===== config.mk =====
export PLATFORM = sky130hd
export DESIGN_NAME = tandem_dm_hash_cham_flat
export DESIGN_NICKNAME = d
export VERILOG_FILES = /design/src/rtl/tdmh_pkg.sv /design/src/rtl/tdmh_blk_if.sv /design/src/rtl/tdmh_dig_if.sv /design/src/rtl/tandem_dm_hash_cham.sv /design/src/flat_wrapper.sv
export SDC_FILE = /design/constraint.sdc
export NUM_CORES = 2
export LEC_CHECK = 0
export BUFFER_PORTS_ARGS = -buffer_cell sky130_fd_sc_hd__buf_2
export CAP_MARGIN = 25
export CELL_PAD_IN_SITES_DETAIL_PLACEMENT = 0
export CELL_PAD_IN_SITES_GLOBAL_PLACEMENT = 1
export CORE_MARGIN = 3
export CORE_UTILIZATION = 50
export DETAILED_ROUTE_END_ITERATION = 12
export PLACE_DENSITY_LB_ADDON = 0.25
export RECOVER_POWER = 25
export SKIP_CTS_REPAIR_TIMING = 1
export SYNTH_ARGS = -nofsm -noshare
export SYNTH_HDL_FRONTEND = slang
export SYNTH_SLANG_ARGS = --single-unit

===== constraint.sdc =====
create_clock -name clk -period 19.3 [get_ports clk]
set_input_delay 0.965 -clock clk [delete_from_list [all_inputs] [get_ports clk]]
set_output_delay 0.965 -clock clk [all_outputs]
set_load 0.005 [all_outputs]

===== src/rtl/tdmh_pkg.sv =====
// Shared types, constants and helper functions for the Tandem-DM CHAM hash block.
// No dependencies; every other file in the project depends on this package.
package tdmh_pkg;

    localparam int WORD_W         = 32;
    localparam int ROUND_W        = 8;
    localparam int BLOCK_WORDS    = 4;
    localparam int KEY_WORDS      = 8;
    localparam int KEY_SEL_W      = 3;
    localparam int RK_SEL_W       = 4;
    localparam int ROUNDS_DEFAULT = 120;

    localparam int ROT_A  = 1;
    localparam int ROT_B  = 8;
    localparam int ROT_KS = 11;

    typedef logic [WORD_W-1:0] word_t;

    typedef enum logic [1:0] {
        ST_IDLE,
        ST_PASS1,
        ST_PASS2,
        ST_DONE
    } state_t;

    // Rotate left by a constant amount between 1 and WORD_W-1.
    function automatic word_t rotl(input word_t x, input int unsigned n);
        return (x << n) | (x >> (WORD_W - n));
    endfunction

endpackage


===== src/rtl/tdmh_blk_if.sv =====
// Request channel carrying one 128-bit message block and its last-block flag.
// Depends on tdmh_pkg for the word width.
interface tdmh_blk_if;
    logic                   valid;
    logic                   ready;
    logic [tdmh_pkg::WORD_W-1:0] block_word0;
    logic [tdmh_pkg::WORD_W-1:0] block_word1;
    logic [tdmh_pkg::WORD_W-1:0] block_word2;
    logic [tdmh_pkg::WORD_W-1:0] block_word3;
    logic                   last_block;

    modport source (output valid, block_word0, block_word1, block_word2, block_word3,
                    last_block, input ready);
    modport sink   (input valid, block_word0, block_word1, block_word2, block_word3,
                    last_block, output ready);
endinterface


===== src/rtl/tdmh_dig_if.sv =====
// Request channel carrying one 256-bit digest as eight 32-bit words.
// Depends on tdmh_pkg for the word width.
interface tdmh_dig_if;
    logic                   valid;
    logic                   ready;
    logic [tdmh_pkg::WORD_W-1:0] digest_h0;
    logic [tdmh_pkg::WORD_W-1:0] digest_h1;
    logic [tdmh_pkg::WORD_W-1:0] digest_h2;
    logic [tdmh_pkg::WORD_W-1:0] digest_h3;
    logic [tdmh_pkg::WORD_W-1:0] digest_g0;
    logic [tdmh_pkg::WORD_W-1:0] digest_g1;
    logic [tdmh_pkg::WORD_W-1:0] digest_g2;
    logic [tdmh_pkg::WORD_W-1:0] digest_g3;

    modport source (output valid, digest_h0, digest_h1, digest_h2, digest_h3,
                    digest_g0, digest_g1, digest_g2, digest_g3, input ready);
    modport sink   (input valid, digest_h0, digest_h1, digest_h2, digest_h3,
                    digest_g0, digest_g1, digest_g2, digest_g3, output ready);
endinterface


===== src/rtl/tandem_dm_hash_cham.sv =====
// Tandem-DM hash over CHAM-128/256: a message block is taken only while the sequencer
// is idle, which it is again once both encryptions of the block are done, and for a
// block that closes a message only after its digest has moved to the output register.
// The single CHAM round unit runs one round per cycle for both encryptions of a block.
// Asynchronous active-low reset clears the chain to zero, empties the output register
// and returns the sequencer to idle.
module tandem_dm_hash_cham #(
    parameter int ROUNDS = tdmh_pkg::ROUNDS_DEFAULT
) (
    input  logic       clk,
    input  logic       rst_n,
    tdmh_blk_if.sink   blk,
    tdmh_dig_if.source digest
);
    import tdmh_pkg::*;

    // Sequencer state and round counter.
    state_t               state_reg, state_next;
    logic [ROUND_W-1:0]   round_reg, round_next;

    // Cipher working words, the 256-bit cipher key, and the flag of the current request.
    word_t                cw_reg   [BLOCK_WORDS];
    word_t                cw_next  [BLOCK_WORDS];
    word_t                key_reg  [KEY_WORDS];
    word_t                key_next [KEY_WORDS];
    logic                 last_reg, last_next;

    // The Tandem-DM chain halves H and G.
    word_t                h_reg    [BLOCK_WORDS];
    word_t                h_next   [BLOCK_WORDS];
    word_t                g_reg    [BLOCK_WORDS];
    word_t                g_next   [BLOCK_WORDS];

    // Output register, which lets the next message start while a digest waits.
    logic                 out_valid_reg, out_valid_next;
    word_t                out_h_reg  [BLOCK_WORDS];
    word_t                out_h_next [BLOCK_WORDS];
    word_t                out_g_reg  [BLOCK_WORDS];
    word_t                out_g_next [BLOCK_WORDS];

    // Control decoded from the state.
    logic                 blk_take;
    logic                 last_round;
    logic                 out_free;
    logic                 out_load;

    // Shared round unit.
    logic [RK_SEL_W-1:0]  rk_sel;
    word_t                rk_word;
    word_t                rk;
    word_t                mixed;
    word_t                sum;
    word_t                t;
    word_t                cw_round [BLOCK_WORDS];

    // ---------------------------------------------------------------------
    // Round key on the fly. Round r uses key r mod 16. The first eight keys
    // come from key word j rotated by 1 and 8; the upper eight come from key
    // word (j xor 1) rotated by 1 and 11, which is the pairwise swap of the
    // CHAM key schedule.
    // ---------------------------------------------------------------------
    assign rk_sel  = round_reg[RK_SEL_W-1:0];

    always_comb
    begin
        if (rk_sel[RK_SEL_W-1])
        begin
            rk_word = key_reg[rk_sel[KEY_SEL_W-1:0] ^ KEY_SEL_W'(1)];
            rk      = rk_word ^ rotl(rk_word, ROT_A) ^ rotl(rk_word, ROT_KS);
        end
        else
        begin
            rk_word = key_reg[rk_sel[KEY_SEL_W-1:0]];
            rk      = rk_word ^ rotl(rk_word, ROT_A) ^ rotl(rk_word, ROT_B);
        end
    end

    // One CHAM round: even rounds rotate by 1 then 8, odd rounds by 8 then 1.
    always_comb
    begin
        if (round_reg[0])
            mixed = rotl(cw_reg[1], ROT_B) ^ rk;
        else
            mixed = rotl(cw_reg[1], ROT_A) ^ rk;
        sum = (cw_reg[0] ^ WORD_W'(round_reg)) + mixed;
        if (round_reg[0])
            t = rotl(sum, ROT_A);
        else
            t = rotl(sum, ROT_B);
        cw_round[0] = cw_reg[1];
        cw_round[1] = cw_reg[2];
        cw_round[2] = cw_reg[3];
        cw_round[3] = t;
    end

    // ---------------------------------------------------------------------
    // Sequencer: next state.
    // ---------------------------------------------------------------------
    assign last_round = (round_reg == ROUND_W'(ROUNDS - 1));
    assign out_free   = !out_valid_reg || digest.ready;

    always_comb
    begin
        state_next = state_reg;
        unique case (state_reg)
            ST_IDLE:
            begin
                if (blk.valid)
                    state_next = ST_PASS1;
            end
            ST_PASS1:
            begin
                if (last_round)
                    state_next = ST_PASS2;
            end
            ST_PASS2:
            begin
                if (last_round)
                    state_next = last_reg ? ST_DONE : ST_IDLE;
            end
            ST_DONE:
            begin
                if (out_free)
                    state_next = ST_IDLE;
            end
            default:
                state_next = ST_IDLE;
        endcase
    end

    // Sequencer: outputs. The block takes a request only when idle, and a
    // finished digest moves to the output register as soon as it is free.
    always_comb
    begin
        blk_take = 1'b0;
        out_load = 1'b0;
        unique case (state_reg)
            ST_IDLE:  blk_take = blk.valid;
            ST_DONE:  out_load = out_free;
            default:
            begin
                blk_take = 1'b0;
                out_load = 1'b0;
            end
        endcase
    end

    assign blk.ready = (state_reg == ST_IDLE);

    // ---------------------------------------------------------------------
    // Datapath next values.
    // First pass encrypts H under G||M to give W. At its end the key becomes
    // M||W (M is still in the upper key half) and G is loaded as plaintext.
    // At the end of the second pass H is XORed with W, still held in the upper key
    // half, and G is XORed with the fresh ciphertext.
    // ---------------------------------------------------------------------
    always_comb
    begin
        round_next     = round_reg;
        last_next      = last_reg;
        out_valid_next = out_valid_reg;
        cw_next        = cw_reg;
        key_next       = key_reg;
        h_next         = h_reg;
        g_next         = g_reg;
        out_h_next     = out_h_reg;
        out_g_next     = out_g_reg;

        if (digest.ready)
            out_valid_next = 1'b0;

        unique case (state_reg)
            ST_IDLE:
            begin
                if (blk_take)
                begin
                    round_next  = '0;
                    last_next   = blk.last_block;
                    cw_next     = h_reg;
                    for (int i = 0; i < BLOCK_WORDS; i++)
                        key_next[i] = g_reg[i];
                    key_next[4] = blk.block_word0;
                    key_next[5] = blk.block_word1;
                    key_next[6] = blk.block_word2;
                    key_next[7] = blk.block_word3;
                end
            end
            ST_PASS1:
            begin
                round_next = round_reg + ROUND_W'(1);
                cw_next    = cw_round;
                if (last_round)
                begin
                    round_next = '0;
                    cw_next    = g_reg;
                    for (int i = 0; i < BLOCK_WORDS; i++)
                    begin
                        key_next[i]               = key_reg[i + BLOCK_WORDS];
                        key_next[i + BLOCK_WORDS] = cw_round[i];
                    end
                end
            end
            ST_PASS2:
            begin
                round_next = round_reg + ROUND_W'(1);
                cw_next    = cw_round;
                if (last_round)
                begin
                    round_next = '0;
                    for (int i = 0; i < BLOCK_WORDS; i++)
                    begin
                        h_next[i] = h_reg[i] ^ key_reg[i + BLOCK_WORDS];
                        g_next[i] = g_reg[i] ^ cw_round[i];
                    end
                end
            end
            ST_DONE:
            begin
                if (out_load)
                begin
                    out_valid_next = 1'b1;
                    out_h_next     = h_reg;
                    out_g_next     = g_reg;
                    for (int i = 0; i < BLOCK_WORDS; i++)
                    begin
                        h_next[i] = '0;
                        g_next[i] = '0;
                    end
                end
            end
            default:
            begin
                round_next = '0;
            end
        endcase
    end

    // ---------------------------------------------------------------------
    // Registers. Control state and the chain reset; payload does not.
    // ---------------------------------------------------------------------
    always_ff @(posedge clk or negedge rst_n)
    begin
        if (!rst_n)
        begin
            state_reg     <= ST_IDLE;
            round_reg     <= '0;
            last_reg      <= 1'b0;
            out_valid_reg <= 1'b0;
            for (int i = 0; i < BLOCK_WORDS; i++)
            begin
                h_reg[i] <= '0;
                g_reg[i] <= '0;
            end
        end
        else
        begin
            state_reg     <= state_next;
            round_reg     <= round_next;
            last_reg      <= last_next;
            out_valid_reg <= out_valid_next;
            h_reg         <= h_next;
            g_reg         <= g_next;
        end
    end

    always_ff @(posedge clk)
    begin
        cw_reg    <= cw_next;
        key_reg   <= key_next;
        out_h_reg <= out_h_next;
        out_g_reg <= out_g_next;
    end

    // Output channel.
    assign digest.valid     = out_valid_reg;
    assign digest.digest_h0 = out_h_reg[0];
    assign digest.digest_h1 = out_h_reg[1];
    assign digest.digest_h2 = out_h_reg[2];
    assign digest.digest_h3 = out_h_reg[3];
    assign digest.digest_g0 = out_g_reg[0];
    assign digest.digest_g1 = out_g_reg[1];
    assign digest.digest_g2 = out_g_reg[2];
    assign digest.digest_g3 = out_g_reg[3];

endmodule


===== src/flat_wrapper.sv =====
// flat-port wrapper written by rule: the top's interface ports become plain ports
module tandem_dm_hash_cham_flat import tdmh_pkg::*;
#(
    parameter int ROUNDS = tdmh_pkg::ROUNDS_DEFAULT
)
  (clk, rst_n, blk_valid, blk_block_word0, blk_block_word1, blk_block_word2, blk_block_word3, blk_last_block, blk_ready, digest_valid, digest_digest_h0, digest_digest_h1, digest_digest_h2, digest_digest_h3, digest_digest_g0, digest_digest_g1, digest_digest_g2, digest_digest_g3, digest_ready);
  tdmh_blk_if blk_i ();
  tdmh_dig_if digest_i ();
  input  logic clk;
  input  logic rst_n;
  input wire logic [$bits(blk_i.valid)-1:0] blk_valid;
  input wire logic [$bits(blk_i.block_word0)-1:0] blk_block_word0;
  input wire logic [$bits(blk_i.block_word1)-1:0] blk_block_word1;
  input wire logic [$bits(blk_i.block_word2)-1:0] blk_block_word2;
  input wire logic [$bits(blk_i.block_word3)-1:0] blk_block_word3;
  input wire logic [$bits(blk_i.last_block)-1:0] blk_last_block;
  output wire logic [$bits(blk_i.ready)-1:0] blk_ready;
  output wire logic [$bits(digest_i.valid)-1:0] digest_valid;
  output wire logic [$bits(digest_i.digest_h0)-1:0] digest_digest_h0;
  output wire logic [$bits(digest_i.digest_h1)-1:0] digest_digest_h1;
  output wire logic [$bits(digest_i.digest_h2)-1:0] digest_digest_h2;
  output wire logic [$bits(digest_i.digest_h3)-1:0] digest_digest_h3;
  output wire logic [$bits(digest_i.digest_g0)-1:0] digest_digest_g0;
  output wire logic [$bits(digest_i.digest_g1)-1:0] digest_digest_g1;
  output wire logic [$bits(digest_i.digest_g2)-1:0] digest_digest_g2;
  output wire logic [$bits(digest_i.digest_g3)-1:0] digest_digest_g3;
  input wire logic [$bits(digest_i.ready)-1:0] digest_ready;
  assign blk_i.valid = blk_valid;
  assign blk_i.block_word0 = blk_block_word0;
  assign blk_i.block_word1 = blk_block_word1;
  assign blk_i.block_word2 = blk_block_word2;
  assign blk_i.block_word3 = blk_block_word3;
  assign blk_i.last_block = blk_last_block;
  assign blk_ready = blk_i.ready;
  assign digest_valid = digest_i.valid;
  assign digest_digest_h0 = digest_i.digest_h0;
  assign digest_digest_h1 = digest_i.digest_h1;
  assign digest_digest_h2 = digest_i.digest_h2;
  assign digest_digest_h3 = digest_i.digest_h3;
  assign digest_digest_g0 = digest_i.digest_g0;
  assign digest_digest_g1 = digest_i.digest_g1;
  assign digest_digest_g2 = digest_i.digest_g2;
  assign digest_digest_g3 = digest_i.digest_g3;
  assign digest_i.ready = digest_ready;
  tandem_dm_hash_cham #(.ROUNDS(ROUNDS)) u_core (.clk(clk), .rst_n(rst_n), .blk(blk_i), .digest(digest_i));
endmodule

## After elaboration in Yosys (flattened, before gate mapping)

Index checks and enable logic that the tools add are counted.

| storage, ports and cells | value |
|---|---|
| logic and storage cells | 121 |
| output and inout port bits | 258 |
| register bits | 908 |

| cells by class | value |
|---|---|
| equal/unequal tests | 10 |
| bitwise logic cells | 26 |
| reduce and logical (&&, ||, !) cells | 15 |
| add/subtract/negate cells | 2 |
| order comparisons | 2 |
| mux-type cells | 34 |

Operators by type and width:

| operator | count |
|---|---|
| two-way mux 128 bit | 5 |
| two-way mux 256 bit | 2 |
| one-hot mux 128 bit (2 select lines) | 2 |
| one-hot mux 256 bit (2 select lines) | 1 |
| bitwise XOR 32 bit | 14 |
| one-hot mux 128 bit (3 select lines) | 1 |
| two-way mux 32 bit | 7 |
| binary-select mux 32 bit (select 3 bit) | 2 |
| OR 32 x 1 -> 32 bit | 4 |
| OR 32 x 8 -> 32 bit | 3 |
| adder 32 bit | 1 |
| OR 32 x 11 -> 32 bit | 1 |
| bitwise XOR 32 x 8 -> 32 bit | 1 |
| two-way mux 8 bit | 2 |
| one-hot mux 8 bit (2 select lines) | 1 |
| two-way mux 2 bit | 5 |
| inequality test 2 x 1 -> 1 bit (second input constant) | 5 |
| adder 8 x 1 -> 8 bit (second input constant) | 1 |
| == test 8 x 7 -> 1 bit (second input constant) | 1 |
| greater-or-equal comparator 4 bit (second input constant) | 2 |
| inverter 3 -> 4 bit | 2 |
| one-hot mux 2 bit (4 select lines) | 1 |
| AND reduction 2 bit | 4 |
| AND reduction 3 bit | 2 |
| other kinds (12) | 19 |

## Logic depth before layout (Yosys ltp)

| logic depth | value |
|---|---|
| depth in word-level cells | 17 |
| depth in mapped cells | 23 |
| depth with buffers taken out | 19 |

## Worst setup path before layout

Ideal clock, no wire load.

| timing | value |
|---|---|
| path type | reg2reg |
| start | reg u_core.round_reg[5] |
| end | reg u_core.key_reg[0] (netlist bit) (enable) |
| library setup time | 0.877 ns |
| slack | 5.977 ns |
| cell stages (with the launch flop) | 9 |
| arrival time | 12.445 ns |
| cell sequence | dfrtp_1 clkbuf_1 nand4_1 or4b_1 buf_2 nor2_1 clkbuf_1 a21oi_1 nor2_1 |

| between the ends | value |
|---|---|
| word-level cells in the longest chain between the ends | 3 |

Ends and longest elaborated chain:

| element | RTL line | RTL |
|---|---|---|
| from (decl) | tandem_dm_hash_cham.sv:19 | `logic [ROUND_W-1:0] round_reg, round_next;` |
| from (signal assigned) | tandem_dm_hash_cham.sv:258 | `round_reg <= round_next;` |
| == test 8 x 7 -> 1 bit | tandem_dm_hash_cham.sv:99 | `assign last_round = (round_reg == ROUND_W'(ROUNDS - 1));` |
| inequality test 2 x 1 -> 1 bit (no line) | n/a |  |
| AND reduction 3 bit (no line) | n/a |  |
| to (signal assigned) | tandem_dm_hash_cham.sv:269 | `key_reg <= key_next;` |
| to (decl) | tandem_dm_hash_cham.sv:24 | `word_t key_reg [KEY_WORDS];` |

Every way passes these cells.
A chain may end at the register's enable or synchronous reset.

==> flow_results.org <==
** Yosys
- Summing the sequential cell areas from Yosys gives 58.0% of the chip area.
- Area leader, netlist :: sky130_fd_sc_hd__edfxtp_1
- Counting every net in the synthesized netlist gives 3,893.
- Cell types occupying the most area after synthesis :: sky130_fd_sc_hd__edfxtp_1 (43%), sky130_fd_sc_hd__dfrtp_1 (15%), sky130_fd_sc_hd__mux2_2 (5.8%), sky130_fd_sc_hd__xor2_1 (5.3%), sky130_fd_sc_hd__nor2_1 (4.1%)
- Counting every instance in the synthesized netlist gives 3,722.
- During synthesis, Yosys emitted a total of 0 warnings.
- Summing every instance area after synthesis gives 0.0447 mm^2.
- Register bit count reported by yosys :: 908
- Post-synthesis cell type count :: 79
- Flip-flop cell with the highest count after synthesis :: sky130_fd_sc_hd__edfxtp_1
- The synthesized design devotes to its leading area cell type 43.0% of total area.
- Post-synth ARST share :: 29.5%
- EDFF count, synth :: 640
- After synthesis, the mean cell area works out to 12.0 um^2.

** Timing
- For this run, the top clock speed supported by timing is 133 MHz.
- Setup repair after global routing left no endpoint under its margin.
- Max_slew headroom :: -124%
- At the pin with the least slew margin, the transition time is 3360 ps.
- Max-slew violation count :: 252
- Number of failing setup endpoints in the final timing report :: 0
- After layout, the minimum clock period comes to 7500 ps.
- Dividing the final minimum period by the clock period gives 38.9%.
- Max Clock Skew :: 22.2 ps
- Fin. Hold Viols :: 0
- Adding up every negative setup slack in the final design gives 0 ps.
- Worst setup margin :: 11,800 ps
- Final hold analysis gives a worst-case slack of 444 ps.

** Detailed routing
- Number of detailed-routing iterations run before antenna repair :: 6
- In this run, the number of DRC markers left after iteration 0 of detailed routing was 4,027.
- Summing over every cut layer, the via total after detailed routing is 32,400.
- After detailed routing, the average wire length per cell comes to 31.0 um.
- The routed design has 163,000 um of wire.
- For this run, design rule violations remaining after detail routing come to 0.
- Detailed-route vias per instance :: 6.15
- In this run the remaining antenna-violating nets after routing total 0.

** Hold path
- The worst hold path was traced through 0 stages.
- The worst hold path belongs to the class register to register.
- The worst hold path begins at u_core.h_reg[10].
- For hold timing, the worst endpoint is u_core.digest.digest_h3[10].

** Placement
- # port buffers :: 390
- The congestion estimate from routability-driven global placement came to 0.971.
- Half-perimeter wire length after detailed placement :: 118,000 um
- Worst Setup Slack post-DPL :: 11,940 ps

** Finish
- Relative to the synthesized area, the layout overhead comes to 13.3%.
- Cells with a size suffix above 1 make up 21.5% of the layout.
- The register with the most flip-flops in the layout has 256 of them.
- Share of the core filled with cells :: 57.2%
- After the last flow step, the layout net total stands at 4,194.

** Global route
- Antenna violations before repair :: 6
- Entering global routing, the biggest net connects 147 pins.
- The number of global-route vias before repair was 31,100.
- Global routing used 34.8% of the available tracks.
- The first global-routing pass estimated 232,000 um of wire.
- Summed over all layers, the global routing overflow is 0.

** Clock tree
- The tree is rooted in a sky130_fd_sc_hd__clkbuf_16.
- TritonCTS buffer count :: 94
- Htree depth :: 3
- TritonCTS built the clock tree.
- For this design, the sink count on the clock tree is 908.
- Clock slew at reported path FFs :: 60 ps
- For the worst-skew pair, the clock arrives at the later sink with an insertion delay of 670 ps.
- In this run the deepest clock path goes through 3 buffers.

** Run status
- Violations in the final reports :: capacitance limit, slew limit
- Status :: finished, violations left

** Floorplan
- The die covers 0.0930 mm^2.
- The initial utilization of the core area, before any placement, comes to 50.5%.
- The floorplan step set the die width to 305 um.
- I/O pin total :: 391
- Y dimension of the die :: 305 um
- Core ar. :: 0.0885 mm^2
- In this run the core area contains 109 standard-cell rows.

** Worst setup path
- The critical path is of the register to register type.
- Required arrival time at the worst endpoint :: 19,590 ps
- The critical path contains buffers and inverters numbering 3 combined.
- Worst Path Max Fanout :: 53
- Cell family with the largest share of critical-path delay :: compound AO/OA/AOI/OAI gates
- The setup check on the worst reg-to-reg path leaves a slack of 11,800 ps.
- Critical path capture point type :: register
- The worst register-to-register path ends at u_core.key_reg[29].
- Crit path largest cell delay :: 910 ps
- The worst register-to-register path begins at u_core.round_reg[1].
- STA classifies the critical path startpoint as a register.
- Source of the critical timing path :: u_core.round_reg[1]
- The number of cells on the worst reg-to-reg path is 19.
- Data arrives at the worst endpoint at 7800 ps.
- Among all stages on the critical path, the largest delay is contributed by sky130_fd_sc_hd__nor4_1.
- The critical path goes through buf_4, buf_4, mux2i_1, mux4_2, xnor2_1, nor2_1, a21oi_1, xnor2_1, ha_1, inv_1, fa_1, nor2b_1, o211ai_1, a211oi_2, a21oi_2, o2111ai_2, a211oi_1, nor4_1, a21oi_1.

** Job
- The tool flagged a number of max-cap violations equal to 5.
## through the flow
step / std cells / cell area [um^2]
final: 5271 / 50700
after global placement: 5089 / 47600
after CTS: 5266 / 50700
after floorplan: 3722 / 44700
after global routing: 5268 / 50600
after detailed placement: 5090 / 47600
## placed cells by master, fill, tap and decap left out, types with 47 or more instances in the layout
cell                          n
sky130_fd_sc_hd__edfxtp_1   640
sky130_fd_sc_hd__nand2_1    425
sky130_fd_sc_hd__a21oi_1    323
sky130_fd_sc_hd__mux2_2     221
sky130_fd_sc_hd__buf_2      375
sky130_fd_sc_hd__o21ai_0     76
sky130_fd_sc_hd__clkbuf_16   96
sky130_fd_sc_hd__dfrtp_1    264
sky130_fd_sc_hd__mux2i_1    175
sky130_fd_sc_hd__xor2_1     270
sky130_fd_sc_hd__nor2_1     491
sky130_fd_sc_hd__clkbuf_1    47
sky130_fd_sc_hd__xnor2_1    140
sky130_fd_sc_hd__mux4_2      64
## routing by layer
| metal | vias to the layer above | GRT usage (%) | part of all wire, % |
|---|---|---|---|
| li1 | 13900 | - | - |
| met1 | 16400 | 49.8 | 41 |
| met2 | 1765 | 51.8 | 44 |
| met3 | 300 | 7.16 | 10 |
| met4 | 0 | 15.1 | 5.0 |
| met5 | - | 0 | 0 |
## logic make-up after synthesis
family                   Yosys count  synth area share (%)
AO/OA/AOI/OAI                    567                  7.55
XOR/XNOR                         413                  8.18
adder cells (fa/ha/maj)           38                  1.08
buffers and inverters            262                  2.50
flip-flops                       908                  58.0
multiplexers                     471                  13.0
AND/OR/NAND/NOR                 1063                  9.68
## how the worst max path moves through the flow
stage / to / depth (start not counted)
global route: u_core.cw_reg[29] / 20
finish: u_core.key_reg[29] / 19
detailed placement: u_core.cw_reg[25] / 20
floorplan: u_core.key_reg[0] / 8
global placement: u_core.cw_reg[25] / 20
CTS: u_core.cw_reg[25] / 20
## worst register-to-register path, delay by kind of cell, from the launching register on
family,cells,cell delay [ps]
adders and majority gates,2,670
AOI/OAI and AO/OA,7,1700
muxes,2,820
buffers and inverters,3,1660
and+or+nand+nor,3,1130
DFF,1,810
xor gates and xnor gates,2,350
## cells in the mapped netlist, drive strengths merged, types with 5 or more instances
cell       n
edfxtp   640
nor2     494
nand2    425
a21oi    326
xor2     270
dfrtp    268
mux2     231
mux2i    176
clkbuf   146
xnor2    141
buf       89
o21ai     81
mux4      64
ha        37
a221oi    33
nand3     25
nor3      25
inv       24
or3       22
a21o      18
a211oi    15
a31oi     13
nand2b    13
nand4     12
o31ai     10
o211ai     9
o221ai     7
o22a       7
and2       6
and3       6
nor2b      6
o21a       6
a21boi     5
a2bb2oi    5
a32oi      5
nand3b     5
nor4       5
## cell type report
cell class / instances / area [um^2]
fillers: 7431 / 37900
flip-flops and latches: 908 / 25900
multi-input cells: 2552 / 17700
clock buffers: 137 / 2690
repair buffers: 440 / 2310
well taps: 1165 / 1460
clock inverters: 39 / 447
inverters: 27 / 101
diodes: 3 / 7.51
Power is left out: the tool's default activity adds up to more than one toggle a clock period on the data nets, which glitch-free logic cannot reach.
